$ cat src/sv/glos_pkg.sv
// grid line-of-sight check: shared types and constants
// used by the interfaces, the controller, the datapath and the top level
package glos_pkg;

  localparam int unsigned MAP_BITS   = 6;
  localparam int unsigned ADDR_BITS  = 2 * MAP_BITS;
  localparam int unsigned DOOR_BITS  = 7;
  localparam int unsigned POS_W      = 22;
  localparam int unsigned FRAC       = 8;
  localparam int unsigned P_W        = POS_W - FRAC;
  localparam int unsigned NUM_W      = P_W + FRAC;
  localparam int unsigned SLOPE_W    = 16;
  localparam int unsigned ACC_W      = 25;
  localparam int unsigned DIVC_W     = 5;
  localparam logic [DIVC_W-1:0] DIV_STEPS = DIVC_W'(NUM_W);
  localparam logic [SLOPE_W-2:0] SLOPE_LIMIT = 15'h7fff;
  localparam logic [FRAC:0] FRAC_ONE = 9'd256;

  localparam logic [1:0] KIND_CELL  = 2'd0;
  localparam logic [1:0] KIND_DOOR  = 2'd1;
  localparam logic [1:0] KIND_QUERY = 2'd2;

  typedef struct packed {
    logic clr_step;
    logic wr_cell;
    logic wr_door;
    logic q_load;
    logic setup;
    logic div_step;
    logic slope_ld;
    logic init;
    logic step;
    logic pass_next;
  } glos_cmd_t;

  typedef struct packed {
    logic clr_done;
    logic dist_zero;
    logic div_done;
    logic steps_done;
    logic cell_zero;
    logic cell_wall;
    logic door_block;
    logic pass_last;
  } glos_sts_t;

endpackage

$ cat src/sv/glos_ctrl.sv
// grid line-of-sight check controller: clear sweep, query sequencing, result register
// depends on glos_pkg
module glos_ctrl (
  input  logic                clk_i,
  input  logic                rst_ni,
  input  logic                in_valid_i,
  input  logic [1:0]          in_kind_i,
  output logic                in_ready_o,
  input  logic                out_ready_i,
  output logic                out_valid_o,
  output logic                visible_o,
  output glos_pkg::glos_cmd_t cmd_o,
  input  glos_pkg::glos_sts_t sts_i
);
  import glos_pkg::*;

  typedef enum logic [9:0] {
    S_CLEAR = 10'b0000000001,
    S_IDLE  = 10'b0000000010,
    S_SETUP = 10'b0000000100,
    S_DIV   = 10'b0000001000,
    S_SLOPE = 10'b0000010000,
    S_INIT  = 10'b0000100000,
    S_STEP  = 10'b0001000000,
    S_CELL  = 10'b0010000000,
    S_DOOR  = 10'b0100000000,
    S_DONE  = 10'b1000000000
  } glos_state_e;

  glos_state_e state_q, state_d;
  logic        res_q, res_d;
  logic        out_valid_q, out_valid_d;
  logic        visible_q, visible_d;
  logic        accept;

  assign in_ready_o  = state_q == S_IDLE;
  assign accept      = in_valid_i && in_ready_o;
  assign out_valid_o = out_valid_q;
  assign visible_o   = visible_q;

  always_comb begin
    state_d     = state_q;
    res_d       = res_q;
    out_valid_d = out_valid_q && !out_ready_i;
    visible_d   = visible_q;
    cmd_o       = '0;
    unique case (state_q)
      S_CLEAR: begin
        cmd_o.clr_step = 1'b1;
        if (sts_i.clr_done) begin
          state_d = S_IDLE;
        end
      end
      S_IDLE: begin
        if (accept) begin
          cmd_o.wr_cell = in_kind_i == KIND_CELL;
          cmd_o.wr_door = in_kind_i == KIND_DOOR;
          if (in_kind_i == KIND_QUERY) begin
            cmd_o.q_load = 1'b1;
            state_d      = S_SETUP;
          end
        end
      end
      S_SETUP: begin
        cmd_o.setup = 1'b1;
        if (!sts_i.dist_zero) begin
          state_d = S_DIV;
        end else if (sts_i.pass_last) begin
          res_d   = 1'b1;
          state_d = S_DONE;
        end else begin
          cmd_o.pass_next = 1'b1;
        end
      end
      S_DIV: begin
        if (sts_i.div_done) begin
          state_d = S_SLOPE;
        end else begin
          cmd_o.div_step = 1'b1;
        end
      end
      S_SLOPE: begin
        cmd_o.slope_ld = 1'b1;
        state_d        = S_INIT;
      end
      S_INIT: begin
        cmd_o.init = 1'b1;
        state_d    = S_STEP;
      end
      S_STEP: begin
        cmd_o.step = 1'b1;
        state_d    = S_CELL;
      end
      S_CELL, S_DOOR: begin
        if ((state_q == S_CELL && sts_i.cell_wall) ||
            (state_q == S_DOOR && sts_i.door_block)) begin
          res_d   = 1'b0;
          state_d = S_DONE;
        end else if (state_q == S_CELL && !sts_i.cell_zero) begin
          state_d = S_DOOR;
        end else if (!sts_i.steps_done) begin
          state_d = S_STEP;
        end else if (sts_i.pass_last) begin
          res_d   = 1'b1;
          state_d = S_DONE;
        end else begin
          cmd_o.pass_next = 1'b1;
          state_d         = S_SETUP;
        end
      end
      S_DONE: begin
        if (!out_valid_q || out_ready_i) begin
          out_valid_d = 1'b1;
          visible_d   = res_q;
          state_d     = S_IDLE;
        end
      end
      default: state_d = S_CLEAR;
    endcase
  end

  always_ff @(posedge clk_i or negedge rst_ni) begin
    if (!rst_ni) begin
      state_q     <= S_CLEAR;
      out_valid_q <= 1'b0;
    end else begin
      state_q     <= state_d;
      out_valid_q <= out_valid_d;
    end
  end

  always_ff @(posedge clk_i) begin
    res_q     <= res_d;
    visible_q <= visible_d;
  end

`ifndef SYNTHESIS
  a_query_blocks_input: assert property (@(posedge clk_i) disable iff (!rst_ni)
    (accept && in_kind_i == KIND_QUERY) |=> !in_ready_o)
    else $error("input taken while a query is running");
  a_result_from_done: assert property (@(posedge clk_i) disable iff (!rst_ni)
    $rose(out_valid_q) |-> $past(state_q == S_DONE))
    else $error("result raised outside the done state");
  a_step_has_work: assert property (@(posedge clk_i) disable iff (!rst_ni)
    (state_q == S_STEP) |-> !sts_i.steps_done)
    else $error("grid step with no tiles left");
`endif

endmodule

$ cat config.mk
export PLATFORM = sky130hd
export DESIGN_NAME = glos_ctrl
export DESIGN_NICKNAME = d
export VERILOG_FILES = /design/src/sv/glos_pkg.sv /design/src/sv/glos_ctrl.sv
export SDC_FILE = /design/constraint.sdc
export NUM_CORES = 1
export LEC_CHECK = 0
export ABC_AREA = 1
export BUFFER_PORTS_ARGS = -buffer_cell sky130_fd_sc_hd__buf_4
export CORE_MARGIN = 8
export CORE_UTILIZATION = 58
export CTS_BUF_LIST = sky130_fd_sc_hd__clkbuf_2 sky130_fd_sc_hd__clkbuf_4 sky130_fd_sc_hd__clkbuf_8
export CTS_CLUSTER_DIAMETER = 80
export DETAILED_ROUTE_END_ITERATION = 10
export MAX_ROUTING_LAYER = met4
export PLACE_DENSITY = 0.94
export SKIP_LAST_GASP = 1
export SYNTH_ARGS = -nofsm -noshare
export SYNTH_HDL_FRONTEND = slang
export SYNTH_SLANG_ARGS = --single-unit
$ cat constraint.sdc
create_clock -name clk_i -period 2.71 [get_ports clk_i]
set_input_delay 0.542 -clock clk_i [delete_from_list [all_inputs] [get_ports clk_i]]
set_output_delay 0.542 -clock clk_i [all_outputs]
set_load 0.005 [all_outputs]
==> run summary <==
The analysis attributes to cell leakage a power of 0.801 nW. The height of the die is 58.5 um. The CTS tree is built. The number of nets handed over by synthesis was 176. The count of buffers added by post-CTS timing repair for setup came out at 0.

The run finished with clean final reports. Setup repair after global routing left no endpoint under its margin. The floorplan step defined a die boundary enclosing 3420 um2. In this run the count of I/O pins placed on the die edge is 27.

The TritonCTS sink count came out at 13. The pin count of the biggest net entering global routing is 12. After legalization and detailed placement, the total HPWL measured 2430 um. The smallest clock period supported by the final layout is computed as 2.25 ns.

The clock edge transition at the registers on the reported setup and hold paths is 0.08 ns. The part of the Yosys area used for sequential elements is 0.321. The global routing usage summed across all routing layers is 0.179. The area added between synthesis and finish is 24.5%. The class of the worst hold path is input pin to asynchronous set/reset pin. The via count of the first global-routing pass is 1064. Summed over all layers, the global routing overflow is 0. Counting flops and latches in the post-synthesis netlist gives 13. The number of nets with antenna violations after detailed routing came out at 0.

Summing all multi-input logic gate instances after layout gives 573 um2. The worst setup path is captured at an output pin. The maximum ir drop on the vdd rail is 0.583 mV. The final worst slack is 0.462 ns.

The final number of max-transition violations is 0. In this run the number of H-tree levels came out at 1. The arrival time at the worst endpoint is 1.71 ns.

The die extent in x came out at 58.5 um. The endpoint of the worst-slack reg-to-reg timing path is res_q. The normalized max-slew margin came out at 0.862. The worst register-to-register path has a depth of 7. The register area is 337 um2. The number of antenna violations at the first check in global routing was 0.

The violation count after the first detailed-routing iteration is 49. The tree is rooted in a sky130_fd_sc_hd__clkbuf_4. In this run, post-CTS hold repair placed 0 buffers.

The number of buffers created by CTS came out at 3. The antenna diode instance count is 0. The via count is 1105. Summing every instance area after synthesis gives 1050 um2. The number of maximum-capacitance constraint violations is 0. The worst-skew pair later-pin latency came out at 0.27 ns. Counting along the longest clock path gives a buffer depth of 2. After technology mapping, the gate count stands at 162.

The first detailed-routing pass took 5 iterations. The floorplan row count came out at 15. Timing analysis after detailed placement gives a worst setup slack of 0.781 ns.

The largest driver fanout on the critical path came out at 6. Timing would allow up to 0.445 GHz. The post-cts repair resize count came out at 0. The count of final hold-check violations came out at 0. In the routed design, unresolved DRC markers number 0. Routability-driven placement finished with a final weighted congestion of 0.923. Of the available clock period, the critical path in the final layout requires 0.829. The average instance in the mapped netlist occupies 6.47 um2.

For the pin with the worst max-slew slack, the measured transition is 0.205 ns. The required time of the critical path came out at 2.17 ns. The core region area came out at 1710 um2. The worst-case clock skew came out at 0.00620 ns. Setup violations remaining at the end of the flow were counted as 0. The initial cell density of the core came out at 0.614. The count of port buffers added during placement is 26. The final net count came out at 207. The final routed wire length divided by cell count came out at 13.2 um. The ratio of routed vias to standard cells came out at 5.09.

Power spread over the standard cell area amounts to 633 nW/um2. In this run the critical register-to-register path is launched from state_q[3]. The number of warning messages in the yosys log is 0. After routing, the total negative slack on setup checks comes to 0 ns. The fraction of the core area covered by cells at the end of the flow came out at 0.764. The count of different cell masters after synthesis is 20.

The fraction of final layout cells with drive strength greater than 1 came out at 0.302. The nature of the critical path startpoint is a register. The routed design has 2860 um of wire.

The worst-case register-to-register setup slack is 1.01 ns. The type of the worst setup path is register to output pin. The first global-routing pass estimated 4740 um of wire. The number of fillers in the final layout came out at 132.
-- state kept, by name, summed over array words and instances (netlist names) --
| signal | flops |
|---|---|
| out_valid_o | 1 |
| state_q | 10 |
| visible_o | 1 |
| res_q | 1 |
-- placed cells by master, fill, tap and decap left out, types with 2 or more instances in the layout --
master and n:
sky130_fd_sc_hd__nand3b_1 2, sky130_fd_sc_hd__nor2_4 5, sky130_fd_sc_hd__nor2_2 6, sky130_fd_sc_hd__dfrtp_1 10
sky130_fd_sc_hd__nor3_2 2, sky130_fd_sc_hd__nand3_2 3, sky130_fd_sc_hd__nand2_2 7, sky130_fd_sc_hd__inv_2 3
sky130_fd_sc_hd__nand3_1 10, sky130_fd_sc_hd__nor2_1 26, sky130_fd_sc_hd__nand4_1 5, sky130_fd_sc_hd__edfxtp_1 2
sky130_fd_sc_hd__inv_1 33, sky130_fd_sc_hd__o21ai_0 4, sky130_fd_sc_hd__nand2_1 37, sky130_fd_sc_hd__o21ai_1 3
sky130_fd_sc_hd__buf_4 26, sky130_fd_sc_hd__clkbuf_4 4
-- worst max-delay path by stage --
stage | cells after the start | slack [ns] | to | start
3_5_place_dp | 8 | 0.78 | cmd_o[0] | state_q[3]
3_3_place_gp | 8 | 0.82 | cmd_o[0] | state_q[7]
2_1_floorplan | 7 | 1.01 | cmd_o[0] | state_q[5]
4_1_cts | 8 | 0.48 | cmd_o[0] | state_q[3]
6_report | 8 | 0.46 | cmd_o[7] | state_q[9]
5_1_grt | 8 | 0.36 | cmd_o[7] | state_q[9]
-- synth_stat cells --
cell type | n | area [um2]
sky130_fd_sc_hd__nand2_1 | 37 | 139
sky130_fd_sc_hd__nor2_1 | 26 | 97.6
sky130_fd_sc_hd__nand2_2 | 7 | 43.8
sky130_fd_sc_hd__nand4_1 | 5 | 31.3
sky130_fd_sc_hd__nor2_2 | 6 | 37.5
sky130_fd_sc_hd__clkinv_1 | 1 | 3.75
sky130_fd_sc_hd__nand2_4 | 1 | 11.3
sky130_fd_sc_hd__nor2_4 | 5 | 56.3
sky130_fd_sc_hd__a31oi_1 | 1 | 6.26
sky130_fd_sc_hd__dfstp_2 | 1 | 26.3
sky130_fd_sc_hd__o21ai_0 | 4 | 20.0
sky130_fd_sc_hd__nand3_1 | 10 | 50.1
sky130_fd_sc_hd__edfxtp_1 | 2 | 60.1
sky130_fd_sc_hd__nand3_2 | 3 | 30.0
sky130_fd_sc_hd__inv_1 | 33 | 124
sky130_fd_sc_hd__inv_2 | 3 | 11.3
sky130_fd_sc_hd__o21ai_1 | 3 | 15.0
sky130_fd_sc_hd__nor3_2 | 2 | 20.0
sky130_fd_sc_hd__dfrtp_1 | 10 | 250
sky130_fd_sc_hd__nand3b_1 | 2 | 15.0
-- critical path, stage by stage (launching register included) --
cell                       delay (ns)
sky130_fd_sc_hd__dfrtp_1         0.42
sky130_fd_sc_hd__nor2_4          0.21
sky130_fd_sc_hd__nand2_4         0.10
sky130_fd_sc_hd__nor2_4          0.14
sky130_fd_sc_hd__nand2_1         0.10
sky130_fd_sc_hd__inv_1           0.09
sky130_fd_sc_hd__nand3b_1        0.10
sky130_fd_sc_hd__nor2_1          0.13
sky130_fd_sc_hd__buf_4           0.14
-- power breakdown --
part	total [mW]	leakage (nW)	switching [mW]	internal, mW
clock network	0.127	0.0184	0.0599	0.0670
logic	0.442	0.617	0.282	0.160
registers	0.257	0.166	0.0259	0.231
total	0.826	0.801	0.367	0.458
-- layout make-up --
class / count / share of cell area
multi-input combinational: 112 / 0.439
clock buffer: 4 / 0.0230
timing repair buffer: 26 / 0.150
inverter: 37 / 0.106
sequential: 13 / 0.258
tap: 25 / 0.0240
-- through the flow --
step / std cells / power [mW] / hold WS, ns / cell area, um2
after CTS: 217 / 0.821 / 0.0901 / 1310
after global placement: 213 / 0.674 / 0.384 / 1270
after floorplan: 162 / 0.561 / 0.246 / 1050
after global routing: 217 / 0.880 / 0.0898 / 1310
final: 217 / 0.826 / 0.0874 / 1310
after detailed placement: 213 / 0.693 / 0.384 / 1270
-- metal layers --
layer,GRT usage,wire [um],share of wire,vias to the layer above
li1,-,-,-,549
met1,0.192,1140,0.40,505
met2,0.332,1530,0.53,49
met3,0.0457,186,0.065,2
met4,0.0210,10,0.0035,0
met5,-,0,0,-
-- cell families (layout without fill, tap and decap cells) --
group | Yosys count | in the layout | share of synthesized area
buffers and inverters | 37 | 67 | 0.132
AOI/OAI and AO/OA | 8 | 8 | 0.0394
and+or+nand+nor | 104 | 104 | 0.507
DFF | 13 | 13 | 0.321
Note: power is estimated with default switching activity, not from simulation.
